==> src/rtl/geomip_fan_index_generator_top_macros.svh <==
// Assertion macros shared by the fan index generator.
`ifndef GEOMIP_FAN_INDEX_GENERATOR_TOP_MACROS_SVH
`define GEOMIP_FAN_INDEX_GENERATOR_TOP_MACROS_SVH

// Same-cycle implication, checked outside reset.
`define GFIG_ASSERT_NOW(label, clk_sig, rst_sig, ante, cons) \
    label: assert property (@(posedge clk_sig) disable iff (!rst_sig) (ante) |-> (cons)) \
        else $error("gfig assertion failed");

// Next-cycle implication, checked outside reset.
`define GFIG_ASSERT_NEXT(label, clk_sig, rst_sig, ante, cons) \
    label: assert property (@(posedge clk_sig) disable iff (!rst_sig) (ante) |=> (cons)) \
        else $error("gfig assertion failed");

`endif

==> src/rtl/gfig_pkg.sv <==
package gfig_pkg;

    // Largest supported terrain side, sets the width of the length register.
    localparam int MAX_TERRAIN_LENGTH = 4097;
    localparam int TL_W               = $clog2(MAX_TERRAIN_LENGTH);
    localparam logic [TL_W-1:0] TERRAIN_LENGTH_RESET = TL_W'(257);

    // Field widths.
    localparam int SLOT_W = 24;
    localparam int LOD_W  = 4;
    localparam int XZ_W   = 13;
    localparam int IDX_W  = 25;

    // Internal arithmetic widths.
    localparam int PROD_W = 2 * TL_W;    // z * t and t * t
    localparam int BASE_W = PROD_W + 1;  // z * t + x
    localparam int CEN_W  = 30;          // centre index before truncation
    localparam int WALK_W = 34;          // signed rim walk, covers eight steps

    // Sides in walk order.
    localparam logic [1:0] SIDE_LEFT   = 2'd0;
    localparam logic [1:0] SIDE_TOP    = 2'd1;
    localparam logic [1:0] SIDE_RIGHT  = 2'd2;
    localparam logic [1:0] SIDE_BOTTOM = 2'd3;

    // Triangle slots are three entries apart.
    localparam logic [SLOT_W-1:0] SLOT_STEP = SLOT_W'(3);

endpackage

==> src/rtl/gfig_fan_if.sv <==
// Fan description channel.
interface gfig_fan_if;
    logic                            valid;
    logic                            ready;
    logic [gfig_pkg::SLOT_W-1:0]     buffer_offset;
    logic [gfig_pkg::LOD_W-1:0]      lod_core;
    logic [gfig_pkg::LOD_W-1:0]      lod_left;
    logic [gfig_pkg::LOD_W-1:0]      lod_right;
    logic [gfig_pkg::LOD_W-1:0]      lod_top;
    logic [gfig_pkg::LOD_W-1:0]      lod_bottom;
    logic [gfig_pkg::XZ_W-1:0]       fan_x;
    logic [gfig_pkg::XZ_W-1:0]       fan_z;

    modport source (
        output valid, buffer_offset, lod_core, lod_left, lod_right, lod_top, lod_bottom,
               fan_x, fan_z,
        input  ready
    );

    modport sink (
        input  valid, buffer_offset, lod_core, lod_left, lod_right, lod_top, lod_bottom,
               fan_x, fan_z,
        output ready
    );
endinterface

==> src/rtl/gfig_tri_if.sv <==
// Triangle result channel.
interface gfig_tri_if;
    logic                            valid;
    logic                            ready;
    logic [gfig_pkg::SLOT_W-1:0]     slot;
    logic [gfig_pkg::IDX_W-1:0]      center_index;
    logic [gfig_pkg::IDX_W-1:0]      first_index;
    logic [gfig_pkg::IDX_W-1:0]      second_index;
    logic                            out_of_range;
    logic                            last;

    modport source (
        output valid, slot, center_index, first_index, second_index, out_of_range, last,
        input  ready
    );

    modport sink (
        input  valid, slot, center_index, first_index, second_index, out_of_range, last,
        output ready
    );
endinterface

==> src/rtl/geomip_fan_index_generator_top.sv <==
// Channel    Dir  Handshake      Contents
// fan        in   valid/ready    one fan: offset, five levels, corner x and z
// triangle   out  valid/ready    one triangle: slot, three indices, range flag, last
// cfg        in   cfg_we         terrain_length write, taken on any rising edge with cfg_we high
//
// A fan passes two arithmetic stages (multiply, then sums and side steps) and
// reaches the emitter, which sends one triangle per cycle, while triangle is not
// stalled, from its rim adder into the output register. A fan of 4 to 8 triangles
// occupies the emitter until its last one leaves, and the next fan is loaded in the
// cycle its predecessor's last triangle leaves. Reset clears all valid bits and
// sets terrain_length to 257. A stall on triangle holds every occupied stage.
`include "geomip_fan_index_generator_top_macros.svh"

module geomip_fan_index_generator_top (
    input  logic                       clk,
    input  logic                       rst_n,
    input  logic                       cfg_we,
    input  logic [gfig_pkg::TL_W-1:0]  cfg_wdata,
    gfig_fan_if.sink                   fan,
    gfig_tri_if.source                 triangle
);

    localparam int TL_W   = gfig_pkg::TL_W;
    localparam int SLOT_W = gfig_pkg::SLOT_W;
    localparam int LOD_W  = gfig_pkg::LOD_W;
    localparam int XZ_W   = gfig_pkg::XZ_W;
    localparam int IDX_W  = gfig_pkg::IDX_W;
    localparam int PROD_W = gfig_pkg::PROD_W;
    localparam int BASE_W = gfig_pkg::BASE_W;
    localparam int CEN_W  = gfig_pkg::CEN_W;
    localparam int WALK_W = gfig_pkg::WALK_W;

    // Configuration register.
    logic [TL_W-1:0] tlen_reg;

    always_ff @(posedge clk or negedge rst_n)
    begin
        if (!rst_n)
        begin
            tlen_reg <= gfig_pkg::TERRAIN_LENGTH_RESET;
        end
        else if (cfg_we)
        begin
            tlen_reg <= cfg_wdata;
        end
    end

    // Flow control, from the output back to the input.
    logic s1_valid_reg;
    logic s2_valid_reg;
    logic em_valid_reg;
    logic out_valid_reg;
    logic adv;
    logic tri_last;
    logic em_free;
    logic em_take;
    logic s2_adv;
    logic s1_adv;

    assign adv     = !out_valid_reg || triangle.ready;
    assign em_free = !em_valid_reg || (adv && tri_last);
    assign em_take = s2_valid_reg && em_free;
    assign s2_adv  = !s2_valid_reg || em_free;
    assign s1_adv  = !s1_valid_reg || s2_adv;
    assign fan.ready = s1_adv;

    // Stage 1: register the fan and form the two products.
    logic [SLOT_W-1:0] s1_offset_reg;
    logic [LOD_W-1:0]  s1_core_reg;
    logic [LOD_W-1:0]  s1_lod_reg [4];
    logic [XZ_W-1:0]   s1_x_reg;
    logic [TL_W-1:0]   s1_t_reg;
    logic [PROD_W-1:0] s1_zt_reg;
    logic [PROD_W-1:0] s1_limit_reg;

    always_ff @(posedge clk or negedge rst_n)
    begin
        if (!rst_n)
        begin
            s1_valid_reg <= 1'b0;
        end
        else if (s1_adv)
        begin
            s1_valid_reg <= fan.valid;
        end
    end

    always_ff @(posedge clk)
    begin
        if (s1_adv && fan.valid)
        begin
            s1_offset_reg                     <= fan.buffer_offset;
            s1_core_reg                       <= fan.lod_core;
            s1_lod_reg[gfig_pkg::SIDE_LEFT]   <= fan.lod_left;
            s1_lod_reg[gfig_pkg::SIDE_TOP]    <= fan.lod_top;
            s1_lod_reg[gfig_pkg::SIDE_RIGHT]  <= fan.lod_right;
            s1_lod_reg[gfig_pkg::SIDE_BOTTOM] <= fan.lod_bottom;
            s1_x_reg                          <= fan.fan_x;
            s1_t_reg                          <= tlen_reg;
            s1_zt_reg                         <= PROD_W'(fan.fan_z) * PROD_W'(tlen_reg);
            s1_limit_reg                      <= PROD_W'(tlen_reg) * PROD_W'(tlen_reg);
        end
    end

    // Stage 2: start vertex, centre vertex and the four signed side steps.
    logic [BASE_W-1:0]        base_next;
    logic [CEN_W-1:0]         cen_next;
    logic signed [WALK_W-1:0] delta_next [4];
    logic [3:0]               dbl_next;

    always_comb
    begin
        logic [CEN_W-1:0]  sct;
        logic [CEN_W-1:0]  sc;
        logic [WALK_W-1:0] mag;
        sct       = CEN_W'(s1_t_reg) << s1_core_reg;
        sc        = CEN_W'(1) << s1_core_reg;
        cen_next  = CEN_W'(s1_zt_reg) + sct + CEN_W'(s1_x_reg) + sc;
        base_next = BASE_W'(s1_zt_reg) + BASE_W'(s1_x_reg);
        for (int i = 0; i < 4; i++)
        begin
            mag = WALK_W'(s1_t_reg);
            if (i == int'(gfig_pkg::SIDE_LEFT) || i == int'(gfig_pkg::SIDE_RIGHT))
            begin
                mag = mag << s1_lod_reg[i];
            end
            else
            begin
                mag = WALK_W'(1) << s1_lod_reg[i];
            end
            // Left and top walk forward, right and bottom walk back.
            if (i == int'(gfig_pkg::SIDE_LEFT) || i == int'(gfig_pkg::SIDE_TOP))
            begin
                delta_next[i] = $signed(mag);
            end
            else
            begin
                delta_next[i] = -$signed(mag);
            end
            dbl_next[i] = (s1_lod_reg[i] == s1_core_reg);
        end
    end

    logic [SLOT_W-1:0]        s2_offset_reg;
    logic [BASE_W-1:0]        s2_base_reg;
    logic                     s2_base_oor_reg;
    logic [CEN_W-1:0]         s2_cen_reg;
    logic                     s2_cen_oor_reg;
    logic signed [WALK_W-1:0] s2_delta_reg [4];
    logic [3:0]               s2_dbl_reg;
    logic [PROD_W-1:0]        s2_limit_reg;

    always_ff @(posedge clk or negedge rst_n)
    begin
        if (!rst_n)
        begin
            s2_valid_reg <= 1'b0;
        end
        else if (s2_adv)
        begin
            s2_valid_reg <= s1_valid_reg;
        end
    end

    always_ff @(posedge clk)
    begin
        if (s2_adv && s1_valid_reg)
        begin
            s2_offset_reg   <= s1_offset_reg;
            s2_base_reg     <= base_next;
            s2_base_oor_reg <= (base_next >= BASE_W'(s1_limit_reg));
            s2_cen_reg      <= cen_next;
            s2_cen_oor_reg  <= (cen_next >= CEN_W'(s1_limit_reg));
            s2_delta_reg    <= delta_next;
            s2_dbl_reg      <= dbl_next;
            s2_limit_reg    <= s1_limit_reg;
        end
    end

    // Stage 3: emitter walks the rim one triangle per cycle while the output is not stalled.
    logic [1:0]               side_reg;
    logic                     rep_reg;
    logic signed [WALK_W-1:0] b_reg;
    logic                     b_oor_reg;
    logic [SLOT_W-1:0]        slot_reg;
    logic [CEN_W-1:0]         em_cen_reg;
    logic                     em_cen_oor_reg;
    logic signed [WALK_W-1:0] em_delta_reg [4];
    logic [3:0]               em_dbl_reg;
    logic [PROD_W-1:0]        em_limit_reg;

    logic signed [WALK_W-1:0] limit_ext;
    logic signed [WALK_W-1:0] next_b;
    logic                     nb_oor;
    logic                     side_done;
    logic                     em_fire;

    assign limit_ext = $signed({{(WALK_W - PROD_W){1'b0}}, em_limit_reg});
    assign next_b    = b_reg + em_delta_reg[side_reg];
    assign nb_oor    = next_b[WALK_W-1] || (next_b >= limit_ext);
    assign side_done = rep_reg || !em_dbl_reg[side_reg];
    assign tri_last  = (side_reg == gfig_pkg::SIDE_BOTTOM) && side_done;
    assign em_fire   = em_valid_reg && adv;

    always_ff @(posedge clk or negedge rst_n)
    begin
        if (!rst_n)
        begin
            em_valid_reg <= 1'b0;
            side_reg     <= gfig_pkg::SIDE_LEFT;
            rep_reg      <= 1'b0;
        end
        else if (em_take)
        begin
            em_valid_reg <= 1'b1;
            side_reg     <= gfig_pkg::SIDE_LEFT;
            rep_reg      <= 1'b0;
        end
        else if (em_fire)
        begin
            if (tri_last)
            begin
                em_valid_reg <= 1'b0;
            end
            if (side_done)
            begin
                side_reg <= side_reg + 2'd1;
                rep_reg  <= 1'b0;
            end
            else
            begin
                rep_reg <= 1'b1;
            end
        end
    end

    always_ff @(posedge clk)
    begin
        if (em_take)
        begin
            b_reg          <= $signed(WALK_W'(s2_base_reg));
            b_oor_reg      <= s2_base_oor_reg;
            slot_reg       <= s2_offset_reg;
            em_cen_reg     <= s2_cen_reg;
            em_cen_oor_reg <= s2_cen_oor_reg;
            em_delta_reg   <= s2_delta_reg;
            em_dbl_reg     <= s2_dbl_reg;
            em_limit_reg   <= s2_limit_reg;
        end
        else if (em_fire)
        begin
            b_reg     <= next_b;
            b_oor_reg <= nb_oor;
            slot_reg  <= slot_reg + gfig_pkg::SLOT_STEP;
        end
    end

    // Output register.
    logic [SLOT_W-1:0] out_slot_reg;
    logic [IDX_W-1:0]  out_center_reg;
    logic [IDX_W-1:0]  out_first_reg;
    logic [IDX_W-1:0]  out_second_reg;
    logic              out_oor_reg;
    logic              out_last_reg;

    always_ff @(posedge clk or negedge rst_n)
    begin
        if (!rst_n)
        begin
            out_valid_reg <= 1'b0;
        end
        else if (adv)
        begin
            out_valid_reg <= em_valid_reg;
        end
    end

    always_ff @(posedge clk)
    begin
        if (em_fire)
        begin
            out_slot_reg   <= slot_reg;
            out_center_reg <= em_cen_reg[IDX_W-1:0];
            out_first_reg  <= b_reg[IDX_W-1:0];
            out_second_reg <= next_b[IDX_W-1:0];
            out_oor_reg    <= em_cen_oor_reg || b_oor_reg || nb_oor;
            out_last_reg   <= tri_last;
        end
    end

    assign triangle.valid        = out_valid_reg;
    assign triangle.slot         = out_slot_reg;
    assign triangle.center_index = out_center_reg;
    assign triangle.first_index  = out_first_reg;
    assign triangle.second_index = out_second_reg;
    assign triangle.out_of_range = out_oor_reg;
    assign triangle.last         = out_last_reg;

    // A second triangle on a side is only taken where that side matches the core.
    `GFIG_ASSERT_NOW(a_rep_needs_dbl, clk, rst_n, em_valid_reg && rep_reg, em_dbl_reg[side_reg])

    // Within a fan the slot moves by three per triangle.
    `GFIG_ASSERT_NEXT(a_slot_step, clk, rst_n, em_fire && !tri_last && !em_take,
        em_valid_reg && (slot_reg == $past(slot_reg) + gfig_pkg::SLOT_STEP))

    // A newly loaded fan starts on the first triangle of the left side.
    `GFIG_ASSERT_NEXT(a_load_start, clk, rst_n, em_take,
        em_valid_reg && (side_reg == gfig_pkg::SIDE_LEFT) && !rep_reg)

endmodule

==> src/flat_wrapper.sv <==
// flat-port wrapper written by rule: the top's interface ports become plain ports
module geomip_fan_index_generator_top_flat 
  (clk, rst_n, cfg_we, cfg_wdata, fan_valid, fan_buffer_offset, fan_lod_core, fan_lod_left, fan_lod_right, fan_lod_top, fan_lod_bottom, fan_fan_x, fan_fan_z, fan_ready, triangle_valid, triangle_slot, triangle_center_index, triangle_first_index, triangle_second_index, triangle_out_of_range, triangle_last, triangle_ready);
  gfig_fan_if fan_i ();
  gfig_tri_if triangle_i ();
  input  logic clk;
  input  logic rst_n;
  input  logic cfg_we;
  input  logic [gfig_pkg::TL_W-1:0] cfg_wdata;
  input wire logic [$bits(fan_i.valid)-1:0] fan_valid;
  input wire logic [$bits(fan_i.buffer_offset)-1:0] fan_buffer_offset;
  input wire logic [$bits(fan_i.lod_core)-1:0] fan_lod_core;
  input wire logic [$bits(fan_i.lod_left)-1:0] fan_lod_left;
  input wire logic [$bits(fan_i.lod_right)-1:0] fan_lod_right;
  input wire logic [$bits(fan_i.lod_top)-1:0] fan_lod_top;
  input wire logic [$bits(fan_i.lod_bottom)-1:0] fan_lod_bottom;
  input wire logic [$bits(fan_i.fan_x)-1:0] fan_fan_x;
  input wire logic [$bits(fan_i.fan_z)-1:0] fan_fan_z;
  output wire logic [$bits(fan_i.ready)-1:0] fan_ready;
  output wire logic [$bits(triangle_i.valid)-1:0] triangle_valid;
  output wire logic [$bits(triangle_i.slot)-1:0] triangle_slot;
  output wire logic [$bits(triangle_i.center_index)-1:0] triangle_center_index;
  output wire logic [$bits(triangle_i.first_index)-1:0] triangle_first_index;
  output wire logic [$bits(triangle_i.second_index)-1:0] triangle_second_index;
  output wire logic [$bits(triangle_i.out_of_range)-1:0] triangle_out_of_range;
  output wire logic [$bits(triangle_i.last)-1:0] triangle_last;
  input wire logic [$bits(triangle_i.ready)-1:0] triangle_ready;
  assign fan_i.valid = fan_valid;
  assign fan_i.buffer_offset = fan_buffer_offset;
  assign fan_i.lod_core = fan_lod_core;
  assign fan_i.lod_left = fan_lod_left;
  assign fan_i.lod_right = fan_lod_right;
  assign fan_i.lod_top = fan_lod_top;
  assign fan_i.lod_bottom = fan_lod_bottom;
  assign fan_i.fan_x = fan_fan_x;
  assign fan_i.fan_z = fan_fan_z;
  assign fan_ready = fan_i.ready;
  assign triangle_valid = triangle_i.valid;
  assign triangle_slot = triangle_i.slot;
  assign triangle_center_index = triangle_i.center_index;
  assign triangle_first_index = triangle_i.first_index;
  assign triangle_second_index = triangle_i.second_index;
  assign triangle_out_of_range = triangle_i.out_of_range;
  assign triangle_last = triangle_i.last;
  assign triangle_i.ready = triangle_ready;
  geomip_fan_index_generator_top u_core (.clk(clk), .rst_n(rst_n), .cfg_we(cfg_we), .cfg_wdata(cfg_wdata), .fan(fan_i), .triangle(triangle_i));
endmodule
==> config.mk <==
export PLATFORM = sky130hd
export DESIGN_NAME = geomip_fan_index_generator_top_flat
export DESIGN_NICKNAME = d
export VERILOG_FILES = /design/src/rtl/gfig_pkg.sv /design/src/rtl/gfig_fan_if.sv /design/src/rtl/gfig_tri_if.sv /design/src/rtl/geomip_fan_index_generator_top.sv /design/src/flat_wrapper.sv
export VERILOG_INCLUDE_DIRS = /design/src /design/src/rtl
export SDC_FILE = /design/constraint.sdc
export NUM_CORES = 2
export LEC_CHECK = 0
export ABC_AREA = 1
export BUFFER_PORTS_ARGS = -buffer_cell sky130_fd_sc_hd__buf_2
export CAP_MARGIN = 20
export CORE_ASPECT_RATIO = 0.75
export CORE_MARGIN = 4
export CORE_UTILIZATION = 25
export DETAILED_ROUTE_END_ITERATION = 7
export REMOVE_ABC_BUFFERS = 1
export SLEW_MARGIN = 20
export SYNTH_ARGS = -nofsm -noshare
export SYNTH_HDL_FRONTEND = slang
export SYNTH_SLANG_ARGS = --single-unit
export TNS_END_PERCENT = 1
==> constraint.sdc <==
create_clock -name clk -period 11 [get_ports clk]
set_clock_uncertainty 0.05 [all_clocks]
set_input_delay 2.2 -clock clk [delete_from_list [all_inputs] [get_ports clk]]
set_output_delay 2.2 -clock clk [all_outputs]
set_load 0.05 [all_outputs]
==> key figures <==
Status
  • Status: completed

Timing
  • Slew Limit Fails: 0
  • Final hold vios: 0
  • Tmin final: between 6 and 7 ns
  • Slew HR: 29.40%
  • Setup TNS: 0 ns
  • Finish-stage setup viols: 0
  • Slew @ Worst Pin: approximately 1.0 ns
  • Fmax: approximately 150 MHz
  • Unrepaired setup endpoints after global routing: no
  • Period utilization: between 60% and 70%

Drt
  • Drt drc: 0
  • WL/cell: ~18 um
  • DRT iter0 DRCs: approximately 2600
  • Drt total wl: about 130000 um
  • Vias per cell: ~4.5
  • Post-route ant nets: 0
  • 1st-pass router iterations: 6
  • Routed vias: about 31000

Clock network
  • CTS Sinks: about 700
  • CTS clk-pin slew, worst paths: 0.06 ns
  • CTS resizes: 0
  • H-Tree Depth: 3
  • Setup Buffers After CTS: 0
  • CTS tree: yes
  • CTS max path bufs: 3
  • Root Driver: clkbuf_16
  • Worst-Skew Late Latency: about 0.67 ns
  • CTS Buf Count: 75
  • Number of hold buffers added after CTS: 0

Critical path
  • Worst r2r src: u_core.s1_core_reg[2]$_DFFE_PP_
  • Worst path arrival time: roughly 7.2 ns
  • Req. time, crit path: ~11 ns
  • Cells on worst reg2reg path: 24
  • Worst Setup SP: u_core.s1_core_reg[2]$_DFFE_PP_
  • Crit Path Max Fanout: 23
  • Reg-to-reg endpoint: u_core.s2_cen_oor_reg$_DFFE_PP_
  • Most used cell, CP: inv_1
  • R2r setup slk: between 4 and 5 ns
  • Slowest cell on crit path: edfxtp_1
  • Kind of critical path: reg -> reg
  • Slowest Stage Delay on Critical Path: ~0.97 ns
  • Critical Path End: u_core.s2_cen_oor_reg$_DFFE_PP_
  • Worst setup SP type: flip-flop
  • Critical-path cell list: inv_1 > nand3_1 > nor2_1 > fa_1 > inv_1 > fa_1 > inv_1 > ha_1 > inv_1 > fa_1 > o21ai_0 > a21oi_1 > o21bai_1 > a21boi_0 > o21bai_1 > xor2_1 > ha_1 > a21oi_1 > o21ai_0 > and2_1 > nor2_1 > a21oi_1 > nor2_1 > nand3_1
  • CP Capture Type: flip-flop

Finish
  • Area delta synth->final: 13.77%
  • Layout cells sized above 1: roughly 9%
  • Fill cells: between 15000 and 20000
  • Layout Nets: between 5000 and 6000

Yosys
  • Syn Std Cell Area: 0.04358 mm2
  • Main combinational cell family by area after synthesis: adder cells
  • Asr flop ratio synth: between 2 and 3%
  • Cells after Synth: ~4400
  • Synth Area in Adders: 20.54%
  • Syn Area/Cell: 9.887 um2
  • Syn. warnings: 0
  • Synth Area in Simple Gates: ~15%
  • Top FF cell, synth: edfxtp_1
  • Distinct cells, synth: 56
  • Synth Area in Compound Gates: 6.439%
  • Seq cells post-synth: 680
  • Synth Area in XOR/XNOR: 3.296%
  • EDFF count, synth: around 650
  • Post-synthesis mux area share: less than 1%
  • Sequential element share of the synthesized area: 46.47%

Place
  • Gpl congestion: about 0.9
  • Port bufs: 190
  • Dpl hpwl: around 100000 um

Worst hold path
  • Hold Crit Class: reg -> reg
  • Min-delay src: u_core.s2_cen_reg[4]$_DFFE_PP_

Global routing
  • First-pass GRT wire length: 191200 um
  • Grt ovf: 0
  • Number of global-route vias before repair: roughly 30000
  • Initial antenna violation count: 14
  • Overall Global Routing Usage: about 14%
  • Pin count of the biggest net entering global routing: 90

Die
  • # IOs: 191
  • Chip width: 490.1 um
  • Initial core utilization: between 20% and 30%
  • Full die area: 0.1811 mm2
  • Placeable Area: approximately 0.17 mm2
  • Die Ht: approximately 370 um
  • # rows: ~130

Job
  • Max-Cap Viols: 0
[metal layers]
layer / track usage, % / part of all wire, %
met4: 2.585 / 1.7
met2: 19.77 / 41
met5: 0 / 0.037
met1: 21.39 / 50
met3: 2.517 / 7.7
[Yosys cell counts, types with 13 or more instances]
cell type | number | area (um2)
nand2_1 | 1066 | 4001
inv_1 | 693 | 2601
edfxtp_1 | 653 | 19610
ha_1 | 317 | 3966
nor2_1 | 287 | 1077
fa_1 | 249 | 4985
o21ai_0 | 228 | 1141
a21oi_1 | 156 | 780.8
nand3_1 | 145 | 725.7
xor2_1 | 106 | 928.4
clkbuf_1 | 97 | 364.1
xnor2_1 | 58 | 508.0
nand4_1 | 30 | 187.7
nor3_1 | 29 | 145.1
mux2i_1 | 20 | 200.2
o22ai_1 | 19 | 118.9
dfrtp_1 | 18 | 450.4
o21ai_2 | 17 | 148.9
buf_1 | 15 | 56.30
nor4_1 | 15 | 93.84
buf_2 | 14 | 70.07
a31oi_1 | 13 | 81.33
[final cells by class]
class / instances / area (um2) / area share, %
timing repair buffer: 221 / 1184 / 2.387
sequential: 680 / 20250 / 40.84
multi-input combinational: 2897 / 20140 / 40.62
clock buffer: 88 / 1926 / 3.884
tap: 2278 / 2850 / 5.748
clock inverter: 49 / 561.8 / 1.133
antenna: 2 / 5.005 / 0.01009
inverter: 703 / 2663 / 5.370
[through the flow]
stage | instance area, um2 | hold slack, ns | std cells | worst slack, ns | utilization [%]
floorplan | 43030 | 0.3503 | 4280 | 3.576 | -
global placement | 47090 | 0.3505 | 6779 | 3.442 | 27.23
detailed placement | 47090 | 0.3545 | 6779 | 3.476 | 27.23
CTS | 49580 | 0.3654 | 6916 | 4.210 | 28.67
global route | 49580 | 0.3675 | 6916 | 3.638 | 28.67
finish | 49580 | 0.3574 | 6918 | 4.124 | 28.67
[placed cells by master, fill, tap and decap left out, types with 12 or more instances in the layout]
master     instances
nor3_1            29
ha_1             317
a21o_1            12
nor4_1            15
o21bai_1          12
clkbuf_1          13
nand3_1          145
buf_4             31
a21oi_1          156
inv_1            688
clkinv_1          18
o21ai_2           17
edfxtp_1         653
nor2_1           287
nand4_1           30
clkbuf_16         75
nand2_1         1065
xnor2_1           58
o22ai_1           19
a31oi_1           13
buf_2            190
mux2i_1           20
o21ai_0          228
dfrtp_1           18
xor2_1           106
fa_1             249
[kinds of logic after synthesis]
| group | after synthesis |
|---|---|
| simple gates | 1631 |
| buf+inv | 837 |
| flops | 680 |
| fa+ha+maj | 566 |
| compound gates | 506 |
| xor+xnor | 164 |
| mux | 23 |
| other cells | 1 |
[worst min-delay path by stage]
stage | end | slack, ns | cells after the start
floorplan | u_core.em_cen_oor_reg$_DFFE_PP_ | 0.35 | 0
global placement | u_core.em_delta_reg[23]$_DFFE_PP_ | 0.35 | 0
detailed placement | u_core.em_cen_reg[12]$_DFFE_PP_ | 0.35 | 0
CTS | u_core.s2_offset_reg[4]$_DFFE_PP_ | 0.37 | 0
global route | u_core.em_cen_reg[4]$_DFFE_PP_ | 0.37 | 0
finish | u_core.em_cen_reg[4]$_DFFE_PP_ | 0.36 | 0
[worst max-delay path, delay by kind of cell (launching register included)]
kind	cells	cell delay, ns
AND/OR/NAND/NOR	6	0.82
XOR/XNOR	1	0.44
flip-flops	1	0.97
AO/OA/AOI/OAI	8	1.61
adder cells (fa/ha/maj)	5	1.86
buffers and inverters	4	0.85
Power is left out: the tool's default activity adds up to more than one toggle a clock period on the data nets, which glitch-free logic cannot reach.
